[config.mk]
export PLATFORM = sky130hd
export DESIGN_NAME = frac_n_pll_register_calc_core
export DESIGN_NICKNAME = d
export VERILOG_FILES = /design/src/sv/fnpll_pkg.sv /design/src/sv/fnpll_fifo.sv /design/src/sv/fnpll_front.sv /design/src/sv/fnpll_calc.sv /design/src/sv/fnpll_emit.sv /design/src/sv/frac_n_pll_register_calc_core.sv
export SDC_FILE = /design/constraint.sdc
export NUM_CORES = 1
export LEC_CHECK = 0
export ABC_AREA = 0
export BUFFER_PORTS_ARGS = -buffer_cell sky130_fd_sc_hd__buf_2
export CAP_MARGIN = 20
export CORE_MARGIN = 2
export CORE_UTILIZATION = 30
export DETAILED_ROUTE_END_ITERATION = 10
export HOLD_SLACK_MARGIN = 0.06
export PLACE_DENSITY = 0.55
export SKIP_CTS_REPAIR_TIMING = 1
export SLEW_MARGIN = 20
export SYNTH_ARGS = -nofsm -noshare
export SYNTH_HDL_FRONTEND = slang
export SYNTH_HIERARCHICAL = 1
export SYNTH_SLANG_ARGS = --single-unit
[constraint.sdc]
create_clock -name clk_i -period 24 [get_ports clk_i]
set_input_delay 2.4 -clock clk_i [delete_from_list [all_inputs] [get_ports clk_i]]
set_output_delay 2.4 -clock clk_i [all_outputs]
set_load 0.01 [all_outputs]
[src/sv/fnpll_pkg.sv]
// Shared types and constants for the fractional-N PLL register calculator.
// No dependencies; the front end, arithmetic unit, emitter and top level import this package.
package fnpll_pkg;

  // Field widths
  localparam int FREQ_W     = 23;
  localparam int REF_W      = 18;
  localparam int STEP_W     = 10;
  localparam int PWR_W      = 2;
  localparam int WORD_W     = 32;
  localparam int IDX_W      = 3;
  localparam int CODE_W     = 3;
  localparam int MOD_W      = 12;
  localparam int INT_W      = 10;
  localparam int FRAC_W     = 12;
  localparam int CFG_IDX_W  = 2;
  localparam int CFG_DATA_W = REF_W;

  // Configuration register indexes
  localparam logic [CFG_IDX_W-1:0] CFG_REF  = 2'd0;
  localparam logic [CFG_IDX_W-1:0] CFG_STEP = 2'd1;
  localparam logic [CFG_IDX_W-1:0] CFG_PWR  = 2'd2;

  // Reset values of the configuration registers
  localparam logic [REF_W-1:0]  REF_RESET  = REF_W'(25000);
  localparam logic [STEP_W-1:0] STEP_RESET = STEP_W'(10);
  localparam logic [PWR_W-1:0]  PWR_RESET  = 2'd3;
  localparam logic [MOD_W-1:0]  MOD_RESET  = MOD_W'(25000 / 10);

  // Operating limits (kHz)
  localparam logic [FREQ_W-1:0] FREQ_MIN_KHZ = FREQ_W'(34375);
  localparam logic [FREQ_W-1:0] FREQ_MAX_KHZ = FREQ_W'(4400000);
  localparam logic [FREQ_W-1:0] VCO_MIN_KHZ  = FREQ_W'(2200000);
  localparam logic [REF_W-1:0]  REF_MIN_KHZ  = REF_W'(10000);
  localparam logic [REF_W-1:0]  REF_MAX_KHZ  = REF_W'(250000);
  localparam logic [STEP_W-1:0] STEP_MIN_KHZ = STEP_W'(1);
  localparam logic [STEP_W-1:0] STEP_MAX_KHZ = STEP_W'(1000);
  localparam logic [MOD_W-1:0]  MOD_MAX      = MOD_W'(4095);
  localparam logic [MOD_W-1:0]  MOD_MIN      = MOD_W'(10000 / 1000);
  localparam int                CODE_MAX     = 6;

  // Modulus divider (one quotient bit per cycle over the reference width)
  localparam int MOD_CNT_W = $clog2(REF_W + 1);

  // Shared radix-16 divider in the arithmetic unit
  localparam int DIV_Q_W     = 12;
  localparam int DIV_RADIX   = 4;
  localparam int DIV_CYCLES  = DIV_Q_W / DIV_RADIX;
  localparam int DIV_CNT_W   = $clog2(DIV_CYCLES + 1);
  localparam int PREM_W      = REF_W + 2;
  localparam int PROD_W      = REF_W + MOD_W;
  localparam int NUM_W       = PROD_W + 1;

  // Register numbers, emitted from R5 down to R0
  localparam logic [IDX_W-1:0] REG_R5 = 3'd5;
  localparam logic [IDX_W-1:0] REG_R4 = 3'd4;
  localparam logic [IDX_W-1:0] REG_R3 = 3'd3;
  localparam logic [IDX_W-1:0] REG_R2 = 3'd2;
  localparam logic [IDX_W-1:0] REG_R1 = 3'd1;
  localparam logic [IDX_W-1:0] REG_R0 = 3'd0;

  // Fixed register words
  localparam logic [WORD_W-1:0] WORD_R5      = 32'h0058_0005;
  localparam logic [WORD_W-1:0] WORD_R4_BASE = 32'h00BC_802C & ~(32'h7 << 20) & ~(32'h3 << 3);
  localparam logic [WORD_W-1:0] WORD_R3      = 32'h0000_04B3;
  localparam logic [WORD_W-1:0] WORD_R2      = (32'h0000_4E42 | (32'h1 << 28) | (32'h1 << 27))
                                               & ~(32'h1 << 26);
  localparam logic [WORD_W-1:0] WORD_R1_BASE = 32'h0000_0001 + (32'h1 << 27);

  // Live configuration seen by the back end
  typedef struct packed {
    logic [REF_W-1:0] ref_khz;
    logic [MOD_W-1:0] modulus;
    logic [PWR_W-1:0] power;
  } cfg_t;

  // Classified request between front and back
  typedef struct packed {
    logic [FREQ_W-1:0] vco;
    logic [CODE_W-1:0] code;
  } job_t;

  // Finished arithmetic for one request
  typedef struct packed {
    logic [INT_W-1:0]  int_val;
    logic [FRAC_W-1:0] frac;
    logic [MOD_W-1:0]  modulus;
    logic [CODE_W-1:0] code;
    logic [PWR_W-1:0]  power;
  } res_t;

endpackage

[src/sv/fnpll_fifo.sv]
// Small register FIFO that decouples the request front end from the arithmetic unit.
// Generic width and depth; no package dependency.
module fnpll_fifo #(
  parameter int WIDTH = 8,
  parameter int DEPTH = 2
) (
  input  logic             clk_i,
  input  logic             rst_ni,
  input  logic             push_i,
  input  logic [WIDTH-1:0] data_i,
  output logic             full_o,
  input  logic             pop_i,
  output logic [WIDTH-1:0] data_o,
  output logic             empty_o
);

  localparam int PTR_W = $clog2(DEPTH);
  localparam int CNT_W = $clog2(DEPTH + 1);

  logic [WIDTH-1:0] mem_q [DEPTH];
  logic [PTR_W-1:0] wr_ptr_q, rd_ptr_q;
  logic [CNT_W-1:0] count_q;
  logic             do_push, do_pop;

  assign full_o  = (count_q == CNT_W'(DEPTH));
  assign empty_o = (count_q == '0);
  assign data_o  = mem_q[rd_ptr_q];
  assign do_push = push_i & ~full_o;
  assign do_pop  = pop_i & ~empty_o;

  always_ff @(posedge clk_i or negedge rst_ni) begin
    if (!rst_ni) begin
      wr_ptr_q <= '0;
      rd_ptr_q <= '0;
      count_q  <= '0;
    end else begin
      if (do_push) begin
        wr_ptr_q <= (wr_ptr_q == PTR_W'(DEPTH - 1)) ? '0 : wr_ptr_q + 1'b1;
      end
      if (do_pop) begin
        rd_ptr_q <= (rd_ptr_q == PTR_W'(DEPTH - 1)) ? '0 : rd_ptr_q + 1'b1;
      end
      if (do_push && !do_pop) begin
        count_q <= count_q + 1'b1;
      end else if (do_pop && !do_push) begin
        count_q <= count_q - 1'b1;
      end
    end
  end

  always_ff @(posedge clk_i) begin
    if (do_push) begin
      mem_q[wr_ptr_q] <= data_i;
    end
  end

endmodule

[src/sv/fnpll_front.sv]
// Front end: configuration registers, modulus divider, request clamping and
// output-divider selection. Depends on fnpll_pkg.
module fnpll_front (
  input  logic                            clk_i,
  input  logic                            rst_ni,
  input  logic                            push,
  output logic                            full_o,
  input  logic [fnpll_pkg::FREQ_W-1:0]    freq_khz_i,
  input  logic                            cfg_we_i,
  input  logic [fnpll_pkg::CFG_IDX_W-1:0] cfg_index_i,
  input  logic [fnpll_pkg::CFG_DATA_W-1:0] cfg_data_i,
  output logic                            job_valid_o,
  output fnpll_pkg::job_t                 job_o,
  input  logic                            job_full_i,
  output fnpll_pkg::cfg_t                 cfg_o
);
  import fnpll_pkg::*;

  logic [REF_W-1:0]     ref_q, ref_c;
  logic [STEP_W-1:0]    step_q, step_c;
  logic [PWR_W-1:0]     pwr_q;
  logic [MOD_W-1:0]     mod_q;
  logic                 mod_load_q, mod_busy;
  logic [MOD_CNT_W-1:0] mod_cnt_q;
  logic [REF_W-1:0]     mnum_q, mnum_d;
  logic [STEP_W-1:0]    mrem_q, mrem_d;
  logic [STEP_W:0]      mtrial;
  logic [FREQ_W-1:0]    f_c;
  logic [CODE_W-1:0]    code;

  // Clamped configuration
  always_comb begin
    if (ref_q < REF_MIN_KHZ)      ref_c = REF_MIN_KHZ;
    else if (ref_q > REF_MAX_KHZ) ref_c = REF_MAX_KHZ;
    else                          ref_c = ref_q;
    if (step_q < STEP_MIN_KHZ)      step_c = STEP_MIN_KHZ;
    else if (step_q > STEP_MAX_KHZ) step_c = STEP_MAX_KHZ;
    else                            step_c = step_q;
  end

  // One restoring step of ref / step
  always_comb begin
    mtrial = {mrem_q, mnum_q[REF_W-1]};
    mnum_d = {mnum_q[REF_W-2:0], 1'b0};
    if (mtrial >= {1'b0, step_c}) begin
      mtrial    = mtrial - {1'b0, step_c};
      mnum_d[0] = 1'b1;
    end
    mrem_d = mtrial[STEP_W-1:0];
  end

  assign mod_busy = mod_load_q | (mod_cnt_q != '0);

  always_ff @(posedge clk_i or negedge rst_ni) begin
    if (!rst_ni) begin
      ref_q      <= REF_RESET;
      step_q     <= STEP_RESET;
      pwr_q      <= PWR_RESET;
      mod_q      <= MOD_RESET;
      mod_load_q <= 1'b0;
      mod_cnt_q  <= '0;
      mnum_q     <= '0;
      mrem_q     <= '0;
    end else begin
      // A write to the reference or step restarts the modulus calculation
      mod_load_q <= cfg_we_i && (cfg_index_i == CFG_REF || cfg_index_i == CFG_STEP);
      if (mod_load_q) begin
        mnum_q     <= ref_c;
        mrem_q     <= '0;
        mod_cnt_q  <= MOD_CNT_W'(REF_W);
      end else if (mod_cnt_q != '0) begin
        mnum_q    <= mnum_d;
        mrem_q    <= mrem_d;
        mod_cnt_q <= mod_cnt_q - 1'b1;
        if (mod_cnt_q == MOD_CNT_W'(1)) begin
          mod_q <= (mnum_d > REF_W'(MOD_MAX)) ? MOD_MAX : mnum_d[MOD_W-1:0];
        end
      end
      if (cfg_we_i) begin
        unique case (cfg_index_i)
          CFG_REF:  ref_q  <= cfg_data_i;
          CFG_STEP: step_q <= cfg_data_i[STEP_W-1:0];
          CFG_PWR:  pwr_q  <= cfg_data_i[PWR_W-1:0];
          default: ;
        endcase
      end
    end
  end

  // Request clamp and divider code: largest code whose threshold f stays under
  always_comb begin
    if (freq_khz_i < FREQ_MIN_KHZ)      f_c = FREQ_MIN_KHZ;
    else if (freq_khz_i > FREQ_MAX_KHZ) f_c = FREQ_MAX_KHZ;
    else                                f_c = freq_khz_i;
    code = '0;
    for (int k = 1; k <= CODE_MAX; k++) begin
      if (f_c < (VCO_MIN_KHZ >> (k - 1))) code = CODE_W'(k);
    end
  end

  assign full_o      = job_full_i | mod_busy;
  assign job_valid_o = push & ~full_o;
  assign job_o.vco   = f_c << code;
  assign job_o.code  = code;

  assign cfg_o.ref_khz = ref_c;
  assign cfg_o.modulus = mod_q;
  assign cfg_o.power   = pwr_q;

  a_cfg_blocks: assert property (@(posedge clk_i) disable iff (!rst_ni)
    (cfg_we_i && (cfg_index_i == CFG_REF || cfg_index_i == CFG_STEP)) |=> full_o)
    else $error("requests not blocked after a reference or step write");

  a_mod_floor: assert property (@(posedge clk_i) disable iff (!rst_ni)
    !mod_busy |-> (mod_q >= MOD_MIN))
    else $error("modulus below its floor");

endmodule

[src/sv/fnpll_calc.sv]
// Arithmetic unit: INT/remainder division, rounding multiply and FRAC division
// on one shared radix-16 divider. Depends on fnpll_pkg.
module fnpll_calc (
  input  logic            clk_i,
  input  logic            rst_ni,
  input  logic            empty_i,
  input  fnpll_pkg::job_t job_i,
  output logic            pop_o,
  input  fnpll_pkg::cfg_t cfg_i,
  output logic            res_valid_o,
  output fnpll_pkg::res_t res_o,
  input  logic            res_ready_i
);
  import fnpll_pkg::*;

  typedef enum logic [1:0] {S_IDLE, S_DIV1, S_MUL, S_DIV2} state_e;

  state_e               state_q;
  logic [DIV_CNT_W-1:0] cnt_q;
  logic [PREM_W-1:0]    prem_q, step_prem, dvs;
  logic [DIV_Q_W-1:0]   lo_q, step_lo;
  logic [CODE_W-1:0]    code_q;
  logic [INT_W-1:0]     int_q;
  logic                 res_valid_q;
  res_t                 res_q;
  logic [PROD_W-1:0]    prod;
  logic [NUM_W-1:0]     num;
  logic                 last_step, adv, res_load;

  // Divisor is ref for the INT division, 2*ref for the rounded FRAC division
  assign dvs = (state_q == S_DIV2) ? {1'b0, cfg_i.ref_khz, 1'b0} : {2'b0, cfg_i.ref_khz};

  // Four restoring steps per cycle; the FRAC division holds its last step while the previous result is untaken
  always_comb begin : div_step
    logic [PREM_W-1:0] t;
    step_prem = prem_q;
    step_lo   = lo_q;
    for (int i = 0; i < DIV_RADIX; i++) begin
      t       = {step_prem[PREM_W-2:0], step_lo[DIV_Q_W-1]};
      step_lo = {step_lo[DIV_Q_W-2:0], 1'b0};
      if (t >= dvs) begin
        t          = t - dvs;
        step_lo[0] = 1'b1;
      end
      step_prem = t;
    end
  end

  assign prod = PROD_W'(prem_q[REF_W-1:0]) * PROD_W'(cfg_i.modulus);
  assign num  = {prod, 1'b0} + NUM_W'(cfg_i.ref_khz);

  assign last_step = (cnt_q == DIV_CNT_W'(1));
  assign adv       = !(last_step && res_valid_q && !res_ready_i);
  assign res_load  = (state_q == S_DIV2) && adv && last_step;
  assign pop_o     = (state_q == S_IDLE) && !empty_i;

  always_ff @(posedge clk_i or negedge rst_ni) begin
    if (!rst_ni) begin
      state_q     <= S_IDLE;
      cnt_q       <= '0;
      prem_q      <= '0;
      lo_q        <= '0;
      code_q      <= '0;
      int_q       <= '0;
      res_valid_q <= 1'b0;
      res_q       <= '0;
    end else begin
      if (res_load)         res_valid_q <= 1'b1;
      else if (res_ready_i) res_valid_q <= 1'b0;
      unique case (state_q)
        S_IDLE: begin
          if (!empty_i) begin
            prem_q  <= PREM_W'(job_i.vco >> DIV_Q_W);
            lo_q    <= job_i.vco[DIV_Q_W-1:0];
            code_q  <= job_i.code;
            cnt_q   <= DIV_CNT_W'(DIV_CYCLES);
            state_q <= S_DIV1;
          end
        end
        S_DIV1: begin
          prem_q <= step_prem;
          lo_q   <= step_lo;
          cnt_q  <= cnt_q - 1'b1;
          if (last_step) state_q <= S_MUL;
        end
        S_MUL: begin
          // remainder * MOD, doubled, plus ref for round-half-up
          int_q   <= lo_q[INT_W-1:0];
          prem_q  <= PREM_W'(num >> DIV_Q_W);
          lo_q    <= num[DIV_Q_W-1:0];
          cnt_q   <= DIV_CNT_W'(DIV_CYCLES);
          state_q <= S_DIV2;
        end
        S_DIV2: begin
          if (adv) begin
            prem_q <= step_prem;
            lo_q   <= step_lo;
            cnt_q  <= cnt_q - 1'b1;
            if (last_step) begin
              res_q.int_val <= int_q;
              res_q.frac    <= step_lo;
              res_q.modulus <= cfg_i.modulus;
              res_q.code    <= code_q;
              res_q.power   <= cfg_i.power;
              state_q       <= S_IDLE;
            end
          end
        end
        default: state_q <= S_IDLE;
      endcase
    end
  end

  assign res_valid_o = res_valid_q;
  assign res_o       = res_q;

  a_frac_bound: assert property (@(posedge clk_i) disable iff (!rst_ni)
    res_valid_q |-> (res_q.frac <= res_q.modulus))
    else $error("FRAC above modulus");

endmodule

[src/sv/fnpll_emit.sv]
// Back end: holds one finished result and emits register words R5 down to R0.
// Depends on fnpll_pkg.
module fnpll_emit (
  input  logic                        clk_i,
  input  logic                        rst_ni,
  input  logic                        res_valid_i,
  input  fnpll_pkg::res_t             res_i,
  output logic                        res_ready_o,
  output logic                        empty,
  input  logic                        pop,
  output logic [fnpll_pkg::WORD_W-1:0] reg_word_o,
  output logic [fnpll_pkg::IDX_W-1:0]  reg_index_o,
  output logic                        last_o
);
  import fnpll_pkg::*;

  logic             busy_q;
  logic [IDX_W-1:0] idx_q;
  res_t             res_q;

  assign empty       = ~busy_q;
  assign last_o      = (idx_q == REG_R0);
  assign reg_index_o = idx_q;
  assign res_ready_o = ~busy_q | (pop & last_o);

  always_ff @(posedge clk_i or negedge rst_ni) begin
    if (!rst_ni) begin
      busy_q <= 1'b0;
      idx_q  <= REG_R5;
      res_q  <= '0;
    end else if (res_valid_i && res_ready_o) begin
      busy_q <= 1'b1;
      idx_q  <= REG_R5;
      res_q  <= res_i;
    end else if (pop && busy_q) begin
      if (last_o) busy_q <= 1'b0;
      else        idx_q  <= idx_q - 1'b1;
    end
  end

  always_comb begin
    unique case (idx_q)
      REG_R5:  reg_word_o = WORD_R5;
      REG_R4:  reg_word_o = WORD_R4_BASE | (WORD_W'(res_q.code) << 20)
                            | (WORD_W'(res_q.power) << 3);
      REG_R3:  reg_word_o = WORD_R3;
      REG_R2:  reg_word_o = WORD_R2;
      REG_R1:  reg_word_o = WORD_R1_BASE + (WORD_W'(res_q.modulus) << 3);
      REG_R0:  reg_word_o = (WORD_W'(res_q.int_val) << 15) + (WORD_W'(res_q.frac) << 3);
      default: reg_word_o = '0;
    endcase
  end

  a_drain: assert property (@(posedge clk_i) disable iff (!rst_ni)
    (pop && busy_q && last_o && !res_valid_i) |=> empty)
    else $error("emitter still busy after last word");

  a_idx_range: assert property (@(posedge clk_i) disable iff (!rst_ni)
    busy_q |-> (idx_q <= REG_R5))
    else $error("register number out of range");

endmodule

[src/sv/frac_n_pll_register_calc_core.sv]
// Top level of the fractional-N PLL register calculator: front end, request
// FIFO, arithmetic unit and word emitter. Depends on fnpll_pkg and all fnpll_* modules.
//
//  channel   | ports                                  | transfer
//  ----------+----------------------------------------+----------------------------
//  request   | push, full, freq_khz_i                 | push && !full
//  result    | empty, pop, reg_word_o, reg_index_o,   | pop && !empty, six per
//            | last_o                                 | request, R5 first, last on R0
//  config    | cfg_we_i, cfg_index_i, cfg_data_i      | every edge with cfg_we_i
//
// A request is classified (clamp, divider code, VCO) in the cycle it is taken and
// queued. The arithmetic unit takes one request at a time through a load, the
// radix-16 INT division, a multiply and the FRAC division. The emitter delivers one
// word per cycle while pop is held. A write to the reference or step register
// recomputes MOD in a bit-serial divider; full stays high after that write until
// the new MOD is in place. Reset is asynchronous, active low, and restores
// 25000 kHz reference, 10 kHz step and power code 3.
// Either side may stall: the FIFO and the result register keep both ends independent.
module frac_n_pll_register_calc_core #(
  parameter int JOB_DEPTH = 2
) (
  input  logic                             clk_i,
  input  logic                             rst_ni,
  // request
  input  logic                             push,
  output logic                             full,
  input  logic [fnpll_pkg::FREQ_W-1:0]     freq_khz_i,
  // result
  output logic                             empty,
  input  logic                             pop,
  output logic [fnpll_pkg::WORD_W-1:0]     reg_word_o,
  output logic [fnpll_pkg::IDX_W-1:0]      reg_index_o,
  output logic                             last_o,
  // config
  input  logic                             cfg_we_i,
  input  logic [fnpll_pkg::CFG_IDX_W-1:0]  cfg_index_i,
  input  logic [fnpll_pkg::CFG_DATA_W-1:0] cfg_data_i
);
  import fnpll_pkg::*;

  // front -> FIFO
  logic job_push, job_full;
  job_t job_in;
  // FIFO -> arithmetic unit
  logic job_pop, job_empty;
  job_t job_out;
  // live configuration
  cfg_t cfg;
  // arithmetic unit -> emitter
  logic res_valid, res_ready;
  res_t res;

  fnpll_front u_front (
    .clk_i       (clk_i),
    .rst_ni      (rst_ni),
    .push        (push),
    .full_o      (full),
    .freq_khz_i  (freq_khz_i),
    .cfg_we_i    (cfg_we_i),
    .cfg_index_i (cfg_index_i),
    .cfg_data_i  (cfg_data_i),
    .job_valid_o (job_push),
    .job_o       (job_in),
    .job_full_i  (job_full),
    .cfg_o       (cfg)
  );

  // Short request queue between classification and arithmetic
  fnpll_fifo #(
    .WIDTH ($bits(job_t)),
    .DEPTH (JOB_DEPTH)
  ) u_job_fifo (
    .clk_i   (clk_i),
    .rst_ni  (rst_ni),
    .push_i  (job_push),
    .data_i  (job_in),
    .full_o  (job_full),
    .pop_i   (job_pop),
    .data_o  (job_out),
    .empty_o (job_empty)
  );

  fnpll_calc u_calc (
    .clk_i       (clk_i),
    .rst_ni      (rst_ni),
    .empty_i     (job_empty),
    .job_i       (job_out),
    .pop_o       (job_pop),
    .cfg_i       (cfg),
    .res_valid_o (res_valid),
    .res_o       (res),
    .res_ready_i (res_ready)
  );

  // Emitter takes a new result on the same edge its last word leaves
  fnpll_emit u_emit (
    .clk_i       (clk_i),
    .rst_ni      (rst_ni),
    .res_valid_i (res_valid),
    .res_i       (res),
    .res_ready_o (res_ready),
    .empty       (empty),
    .pop         (pop),
    .reg_word_o  (reg_word_o),
    .reg_index_o (reg_index_o),
    .last_o      (last_o)
  );

endmodule
==> results.py, run 1 <==
metrics = {
    "timing": {
        "fin_setup_tns_ns": 0,
        "max-slew-margin-rel": 0.328,
        "fin_crit_ns": 14.79,
        "drv_slew": 0,
        "finClkSkew_ns": 0.0193,
        "hold_viol": 0,
        "rsz0062_at_grt": "false",
        "period_share": 0.616,
        "fmax_ghz": 0.0676,
        "finalSetupViolCount": 0,
        "tightest_slew_ns": 0.979,
    },
    "drt": {
        "first_pass_iters": 6,
        "drc": 0,
        "drtIter0Drc": 1727,
        "postRouteAntennaNets": 0,
        "drt_wl_total_um": 80200,
        "avgRoutedWirePerCell_um": 19.8,
        "vias": 21390,
        "avgViaCountPerCell": 5.29,
    },
    "die": {
        "dieHeight_um": 301,
        "initial_core_util": 0.304,
        "die_x_um": 301,
        "ios": 86,
        "core-area_mm2": 0.0872,
        "placementRows": 108,
        "die-area_mm2": 0.0907,
    },
    "global_route": {
        "antenna_found_initial": 1,
        "grt_start_max_net_pins": 104,
        "grt_pass1_wl_um": 126000,
        "grt_pass1_vias": 21074,
        "track_usage": 0.176,
        "grt-ovfl-total": 0,
    },
    "final_layout": {
        "final_cell_mix": "nand2_1, inv_1, dfrtp_1",
        "mostFrequentLayoutCell": "nand2_1",
        "post_layout_nonfiller_instances": 4044,
        "diodes": 0,
        "post-route-util": 0.332,
        "finalInstanceArea_mm2": 0.0289,
        "nets": 3267,
        "synthToLayoutAreaGrowth_pct": 9.26,
        "drive_gt1_frac": 0.136,
    },
    "clocking": {
        "insertion_delay_ns": 0.59,
        "tritoncts": "built",
        "clock_path_buffers": 3,
        "numCtsBuffers": 29,
        "cts.sinks": 263,
        "root_buffer": "clkbuf_16",
        "path_clk_slew_ns": 0.06,
        "h-tree-depth": 1,
    },
    "critical_path": {
        "critPathKind": "reg2reg",
        "worstReg2RegStart": "u_front/ref_q[0]$_DFFE_PN0P_",
        "slowest_stage": "a211o_1",
        "startpoint_type": "register",
        "startpoint": "u_front/ref_q[0]$_DFFE_PN0P_",
        "end_kind": "register",
        "critPathRequiredTime_ns": 24.42,
        "worst-endpoint-arrival_ns": 15.21,
        "slowest_delay_ns": 0.54,
        "timing.critical_path.mode_cell": "nor2_1",
        "path_max_fanout": 17,
    },
    "synthesis": {
        "ys_ff_latch": 263,
        "syn_area_per_cell_um2": 9.28,
        "synthCells": 2854,
        "yosysSeqAreaShare": 0.259,
        "synth_warnings": 6,
        "synth_edf_count": 52,
        "syn-cell-area_mm2": 0.0265,
        "synth_cell_type_count": 111,
        "synth-main-ff-cell": "dfrtp_1",
        "async_flop_share": 0.802,
    },
    "place": {
        "place_hpwl_um": 62200,
        "numPlacedInstances": 3992,
        "gp_congestion": 0.943,
        "portBuffers": 80,
        "placed_cell_area_mm2": 0.0280,
    },
    "run": {
        "maxCapViolations": 0,
    },
    "min_path": {
        "hold_path.class": "reg2reg",
        "hold_start": "u_emit/res_q[31]$_DFFE_PN0P_",
    },
    "outcome": {
        "status": "completed",
    },
}
==> Yosys cell counts, types with 19 or more instances <==
library cell | n | area share
edfxtp_1 | 52 | 0.059
dfrtp_1 | 194 | 0.18
nor2_1 | 191 | 0.027
nor3_1 | 60 | 0.011
xnor2_1 | 73 | 0.024
o31ai_1 | 21 | 0.0060
a211oi_1 | 30 | 0.0085
o21ai_0 | 129 | 0.024
mux2_2 | 129 | 0.055
nand4_1 | 22 | 0.0052
ha_1 | 185 | 0.087
o21a_1 | 36 | 0.010
a21o_1 | 43 | 0.012
and2_1 | 84 | 0.020
mux2i_1 | 70 | 0.026
or3_1 | 19 | 0.0045
a21oi_1 | 127 | 0.024
nand2_1 | 308 | 0.044
nand3_1 | 36 | 0.0068
o211ai_1 | 36 | 0.010
xor2_1 | 31 | 0.010
nor2b_1 | 25 | 0.0059
inv_1 | 239 | 0.034
mux2_4 | 30 | 0.017
fa_1 | 166 | 0.13
clkbuf_1 | 100 | 0.014
nand2b_1 | 25 | 0.0059
==> cell families after synthesis <==
kind of cell	count (synthesis)	synth area share
buf+inv	380	0.0598
other cells	1	0.000142
fa+ha+maj	351	0.213
xor+xnor	105	0.0352
compound gates	658	0.177
flops	263	0.259
simple gates	865	0.157
mux	231	0.0996
==> routing by layer <==
metal | vias up | share of wire | global-route usage
met5 | - | 0 | 0
met4 | 0 | 0.047 | 0.0738
met3 | 167 | 0.056 | 0.0255
met2 | 588 | 0.46 | 0.287
met1 | 10522 | 0.43 | 0.232
li1 | 10113 | - | -
==> worst paths after layout <==
check | end | slack, ns | cells after the start
worst max-delay path | u_calc/prem_q[18]$_DFFE_PN0P_ | 9.21 | 49
worst min-delay path | u_emit/res_q[31]$_DFFE_PN0P_ | 0.50 | 1
worst max register to register | u_calc/prem_q[18]$_DFFE_PN0P_ | 9.21 | 49
worst min register to register | u_emit/res_q[31]$_DFFE_PN0P_ | 0.50 | 1
max in group asynchronous | u_calc/lo_q[1]$_DFFE_PN0P_ | 20.18 | 3
min in group asynchronous | u_front/step_q[6]$_DFFE_PN0P_ | 1.85 | 1
==> metrics by stage <==
step           hold WS (ns)  setup WS (ns)
5_1_grt               0.518           8.13
4_1_cts               0.498           9.48
6_report              0.497           9.21
3_5_place_dp          0.489           9.57
2_1_floorplan         0.461          12.08
3_3_place_gp          0.481           9.88
==> registers in the layout, summed over array words and instances (netlist names), 3 cells and up <==
register	count
u_calc/code_q	3
u_calc/int_q	10
u_calc/lo_q	12
u_calc/prem_q	19
u_calc/res_o	39
u_emit/reg_index_o	3
u_emit/res_q	39
u_front/mnum_q	18
u_front/mod_cnt_q	5
u_front/mod_q	12
u_front/mrem_q	10
u_front/ref_q	18
u_front/step_q	10
u_job_fifo/mem_q	52
==> critical path: cells and delay by family, from the launching register on <==
kind                     cells  cell delay [ns]
buffers and inverters        1             0.24
AND/OR/NAND/NOR             17             4.60
adder cells (fa/ha/maj)      5             1.67
flip-flops                   1             0.38
multiplexers                 1             0.42
AO/OA/AOI/OAI               25             7.26
==> cell type report <==
cell class / instances / area [um^2]
Inverter: 244 / 916
Multi-Input combinational cell: 2215 / 18100
Fill cell: 8960 / 58200
Clock buffer: 43 / 848
Tap cell: 1155 / 1450
Sequential cell: 263 / 6860
Clock inverter: 9 / 124
Timing Repair Buffer: 115 / 673
Power of run 1 is left out: the tool's default activity adds up to more than one toggle a clock period on the data nets, which glitch-free logic cannot reach.
==> run 2: changes to the inputs <==
--- a/config.mk
+++ b/config.mk
@@ -5,14 +5,14 @@
 export SDC_FILE = /design/constraint.sdc
 export NUM_CORES = 1
 export LEC_CHECK = 0
-export ABC_AREA = 0
+export ABC_AREA = 1
 export BUFFER_PORTS_ARGS = -buffer_cell sky130_fd_sc_hd__buf_2
 export CAP_MARGIN = 20
 export CORE_MARGIN = 2
 export CORE_UTILIZATION = 30
 export DETAILED_ROUTE_END_ITERATION = 10
 export HOLD_SLACK_MARGIN = 0.06
-export PLACE_DENSITY = 0.55
+export PLACE_DENSITY = 0.57
 export SKIP_CTS_REPAIR_TIMING = 1
 export SLEW_MARGIN = 20
 export SYNTH_ARGS = -nofsm -noshare
==> constraint.sdc (replaced) <==
create_clock -name clk_i -period 13.5 [get_ports clk_i]
set_input_delay 1.35 -clock clk_i [delete_from_list [all_inputs] [get_ports clk_i]]
set_output_delay 1.35 -clock clk_i [all_outputs]
set_load 0.01 [all_outputs]
==> run 2 against run 1 <==
Against the previous run:
- clock skew is 0.0039 ns higher
- global-route usage increased by 0.16 points
- register-to-register slack worse by 7.8 ns
- highest routed layer unchanged
- hold slack worse by 0.028 ns
- critical path depth is 14 higher
- sequential cell count is the same
- die area rose by 0.96%
- core utilization is 0.089 points lower
- maximum frequency up 22%
==> results.py, run 2 <==
metrics = {
    "min_path": {
        "hold_path.class": "reg2reg",
        "min_path_cells": 2,
    },
    "drt": {
        "vias": 24036,
        "postRouteAntennaNets": 0,
        "avgViaCountPerCell": 4.89,
        "drt_wl_total_um": 81600,
        "drc": 0,
        "avgRoutedWirePerCell_um": 16.6,
        "first_pass_iters": 6,
        "drtIter0Drc": 1821,
    },
    "final_layout": {
        "diodes": 0,
        "drive_gt1_frac": 0.0798,
        "regMostFlops": "u_job_fifo/mem_q",
        "mostFrequentLayoutCell": "nand2_1",
        "largest_reg_flops": 52,
        "final_cell_mix": "nand2_1, inv_1, nand3_1",
        "synthToLayoutAreaGrowth_pct": 9.42,
        "nets": 4125,
        "nFillCells": 9549,
    },
    "synthesis": {
        "yosysSeqAreaShare": 0.257,
        "syn_area_per_cell_um2": 7.22,
        "synth_most_common_cell": "nand2_1",
        "synth_warnings": 6,
        "yosysTopAreaCell": "dfrtp_1",
        "synth_cell_type_count": 65,
        "syn-cell-area_mm2": 0.0268,
        "async_flop_share": 0.802,
        "synth-main-ff-cell": "dfrtp_1",
        "synthCells": 3704,
        "netlist_top_cells_count": "nand2_1, inv_1, nand3_1",
        "synth.area.top_cells": "dfrtp_1, nand2_1, fa_1, ha_1, inv_1",
        "synth_edf_count": 52,
        "synth_top_area_share": 0.181,
        "ys_ff_latch": 263,
    },
    "clocking": {
        "cts.sinks": 263,
        "root_buffer": "clkbuf_16",
        "numCtsBuffers": 28,
        "clock_path_buffers": 3,
        "tritoncts": "built",
        "h-tree-depth": 1,
        "insertion_delay_ns": 0.56,
        "path_clk_slew_ns": 0.07,
    },
    "global_route": {
        "grt-ovfl-total": 0,
        "track_usage": 0.177,
        "grt_pass1_wl_um": 129000,
        "antenna_found_initial": 0,
        "grt_start_max_net_pins": 78,
        "grt_pass1_vias": 23099,
    },
    "critical_path": {
        "end_kind": "register",
        "critPathRequiredTime_ns": 13.99,
        "worst-endpoint-arrival_ns": 12.57,
        "slowest_delay_ns": 0.72,
        "startpoint_type": "register",
        "path_max_fanout": 25,
        "slowest_stage": "nor3_1",
        "ff2ff_path_depth": 63,
        "timing.critical_path.mode_cell": "nand2_1",
        "critPathKind": "reg2reg",
    },
    "run": {
        "maxCapViolations": 0,
    },
    "timing": {
        "drv_slew": 0,
        "tightest_slew_ns": 1.07,
        "period_share": 0.895,
        "max-slew-margin-rel": 0.287,
        "rsz0062_at_grt": "false",
        "finalSetupViolCount": 0,
        "finClkSkew_ns": 0.0232,
        "fmax_ghz": 0.0828,
        "fin_setup_tns_ns": 0,
        "hold_viol": 0,
        "fin_crit_ns": 12.08,
    },
    "die": {
        "die-area_mm2": 0.0916,
        "initial_core_util": 0.303,
        "dieHeight_um": 303,
        "core-area_mm2": 0.0884,
        "die_x_um": 303,
        "placementRows": 109,
        "ios": 86,
    },
    "place": {
        "gp_congestion": 0.952,
        "portBuffers": 80,
        "place_hpwl_um": 62700,
    },
    "outcome": {
        "status": "completed",
    },
}
-- run 2: cell count changes after synthesis, moves of 34 or more --
cell     before   now
inv_1       239   532
mux2i_1      70     1
and2_1       84     3
a21oi_1     127   166
a21o_1       43     9
mux2_2      129     1
nand2_1     308  1109
xnor2_1      73    37
nand3_1      36   302
o21ai_0     129   211
-- run 2: metal layers --
layer,global-route usage,routed length [um]
met5,0,0
met1,0.250,38100
met4,0.0563,2950
met2,0.278,35400
met3,0.0279,5130
-- run 2: worst paths after layout --
check / startpoint / end / slack (ns)
max reg2reg: u_front/ref_q[2]$_DFFE_PN0P_ / u_calc/prem_q[12]$_DFFE_PN0P_ / 1.42
min reg2reg: u_emit/res_q[11]$_DFFE_PN0P_ / u_emit/res_q[11]$_DFFE_PN0P_ / 0.47
min: u_emit/res_q[11]$_DFFE_PN0P_ / u_emit/res_q[11]$_DFFE_PN0P_ / 0.47
max in group asynchronous: rst_ni / u_emit/res_q[8]$_DFFE_PN0P_ / 11.42
max: u_front/ref_q[2]$_DFFE_PN0P_ / u_calc/prem_q[12]$_DFFE_PN0P_ / 1.42
min in group asynchronous: rst_ni / u_front/mrem_q[7]$_DFFE_PN0P_ / 0.75
-- run 2: cell families (layout without fill, tap and decap cells) --
| family | after synthesis | after routing | share of synthesized area |
|---|---|---|---|
| compound gates | 529 | 529 | 0.113 |
| xor+xnor | 95 | 95 | 0.0311 |
| fa+ha+maj | 351 | 351 | 0.211 |
| buf+inv | 700 | 739 | 0.107 |
| flops | 263 | 263 | 0.257 |
| mux | 2 | 2 | 0.000795 |
| other cells | 1 | 5 | 0.000140 |
| simple gates | 1763 | 1764 | 0.280 |
-- run 2: cell type report --
cell class	instances	area (um^2)	share of cell area
clock buffer	36	782	0.0267
tap	1165	1460	0.0498
timing repair buffer	133	816	0.0279
sequential	263	6860	0.234
multi-input combinational	2746	17100	0.583
inverter	554	2080	0.0711
clock inverter	16	198	0.00675
-- run 2: worst max-delay path, delay by kind of cell (launching register included) --
| kind | cells | cell delay [ns] |
|---|---|---|
| simple gates | 36 | 5.38 |
| compound gates | 19 | 3.87 |
| fa+ha+maj | 4 | 1.75 |
| buf+inv | 4 | 0.60 |
| flops | 1 | 0.38 |
-- run 2: metrics by stage --
step	worst slack (ns)	utilization	area [um^2]	hold slack, ns	instances
floorplan	3.97	-	26800	0.437	3708
global placement	1.53	0.320	28300	0.453	4859
detailed placement	1.23	0.320	28300	0.458	4859
CTS	1.25	0.331	29200	0.474	4911
global route	0.189	0.331	29300	0.488	4913
finish	1.42	0.331	29300	0.468	4913
Power of run 2 is left out for the same reason.
==> run 3: changes to the inputs <==
--- a/config.mk
+++ b/config.mk
@@ -5,7 +5,6 @@
 export SDC_FILE = /design/constraint.sdc
 export NUM_CORES = 1
 export LEC_CHECK = 0
-export ABC_AREA = 1
 export BUFFER_PORTS_ARGS = -buffer_cell sky130_fd_sc_hd__buf_2
 export CAP_MARGIN = 20
 export CORE_MARGIN = 2
==> run 3 against run 2 <==
Against the previous run:
- maximum frequency down 4.8%
- die area down 0.95%
- first-iteration DRC count down 0.16%
- highest routed layer unchanged
- via count down 10%
==> results.py, run 3 (synthesis results as in run 1) <==
metrics = {
    "final_layout": {
        "regMostFlops": "u_job_fifo/mem_q",
        "synthToLayoutAreaGrowth_pct": 11.0,
        "drive_gt1_frac": 0.157,
        "nFillCells": 8970,
        "final_cell_mix": "nand2_1, inv_1, dfrtp_1",
        "nets": 3318,
        "post_layout_nonfiller_instances": 4096,
        "mostFrequentLayoutCell": "nand2_1",
        "largest_reg_flops": 52,
    },
    "global_route": {
        "grt-ovfl-total": 0,
        "grt_start_max_net_pins": 90,
        "grt_pass1_vias": 21500,
        "antenna_found_initial": 0,
        "track_usage": 0.174,
        "grt_pass1_wl_um": 126000,
    },
    "drt": {
        "top_layer_used": "met4",
        "avgRoutedWirePerCell_um": 19.4,
        "avgViaCountPerCell": 5.28,
        "wl_met3_um": 3470,
        "vias": 21635,
        "drc": 0,
        "postRouteAntennaNets": 0,
        "drt_wl_total_um": 79600,
        "routedLengthMet1_um": 34800,
        "drtIter0Drc": 1818,
        "wl_met2_um": 38000,
        "first_pass_iters": 8,
    },
    "die": {
        "ios": 86,
        "die-area_mm2": 0.0907,
        "placementRows": 108,
        "dieHeight_um": 301,
        "die_x_um": 301,
        "initial_core_util": 0.304,
        "core-area_mm2": 0.0872,
    },
    "critical_path": {
        "path_max_fanout": 12,
        "ff2ff_path_depth": 49,
        "worst-endpoint-arrival_ns": 13.14,
        "critPathKind": "reg2reg",
        "critPathRequiredTime_ns": 13.95,
        "slowest_stage": "dfstp_2",
        "slowest_delay_ns": 0.54,
        "end_kind": "register",
        "startpoint_type": "register",
    },
    "clocking": {
        "path_clk_slew_ns": 0.07,
        "cts.sinks": 263,
        "h-tree-depth": 1,
        "numCtsBuffers": 27,
        "tritoncts": "built",
        "insertion_delay_ns": 0.58,
        "root_buffer": "clkbuf_16",
        "clock_path_buffers": 3,
    },
    "place": {
        "portBuffers": 80,
        "gp_congestion": 0.929,
        "numPlacedInstances": 4045,
        "pre_cts_ws_ns": 0.528,
        "place_hpwl_um": 61600,
    },
    "min_path": {
        "min_path_cells": 1,
        "hold_path.class": "reg2reg",
    },
    "timing": {
        "drv_slew": 0,
        "hold_viol": 0,
        "fmax_ghz": 0.0788,
        "finClkSkew_ns": 0.0262,
        "period_share": 0.940,
        "finalWorstSetupSlack_ns": 0.816,
        "tightest_slew_ns": 0.963,
        "max-slew-margin-rel": 0.358,
        "finalSetupViolCount": 0,
        "fin_crit_ns": 12.68,
    },
    "outcome": {
        "status": "completed",
    },
    "run": {
        "maxCapViolations": 0,
    },
}
==> run 3: cell types whose count changed in the layout (fill, tap and decap cells not counted), sizes merged, moves of 82 or more <==
| cell | change |
|---|---|
| and2 | +82 |
| nand2 | -828 |
| nand3 | -277 |
| o21ai | -109 |
| mux2 | +158 |
| inv | -303 |
==> run 3: metal layers <==
metal / global-route usage / vias up
met5: 0 / -
met4: 0.0678 / 0
met3: 0.0190 / 136
met2: 0.292 / 522
met1: 0.229 / 10740
li1: - / 10237
==> run 3: path summary, 6_finish.rpt <==
path                                                   start                       endpoint  slack [ns]
worst max-delay path            u_front/ref_q[3]$_DFFE_PN1P_   u_calc/prem_q[4]$_DFFE_PN0P_        0.82
max in group asynchronous                             rst_ni   u_calc/res_o[12]$_DFFE_PN0P_       10.60
min in group asynchronous                             rst_ni  u_front/ref_q[10]$_DFFE_PN0P_        0.80
worst min register to register  u_calc/res_o[36]$_DFFE_PN0P_   u_calc/res_o[36]$_DFFE_PN0P_        0.50
worst max register to register  u_front/ref_q[3]$_DFFE_PN1P_   u_calc/prem_q[4]$_DFFE_PN0P_        0.82
worst min-delay path            u_calc/res_o[36]$_DFFE_PN0P_   u_calc/res_o[36]$_DFFE_PN0P_        0.50
==> run 3: critical path: cells and delay by family (launching register included) <==
kind,cells,cell delay [ns]
simple gates,15,3.36
flops,1,0.54
buf+inv,3,0.58
fa+ha+maj,4,1.49
compound gates,25,5.84
mux,2,0.76
==> run 3: per-stage QoR <==
step	hold slack (ns)	util	instance area [um^2]	TNS, ns
2_1_floorplan	0.461	-	26500	0
3_3_place_gp	0.482	0.326	28400	0
3_5_place_dp	0.491	0.326	28400	0
4_1_cts	0.506	0.337	29400	0
5_1_grt	0.516	0.337	29400	-0.00695
6_report	0.502	0.337	29400	0
==> run 3: layout make-up <==
| class | count | area [um^2] | share of cell area |
|---|---|---|---|
| Multi-Input combinational cell | 2215 | 18100 | 0.616 |
| Sequential cell | 263 | 6860 | 0.233 |
| Tap cell | 1155 | 1450 | 0.0492 |
| Antenna cell | 1 | 2.50 | 0.0000851 |
| Clock inverter | 19 | 259 | 0.00881 |
| Clock buffer | 31 | 711 | 0.0242 |
| Timing Repair Buffer | 168 | 1080 | 0.0369 |
| Inverter | 244 | 916 | 0.0312 |
Power of run 3 is left out for the same reason.
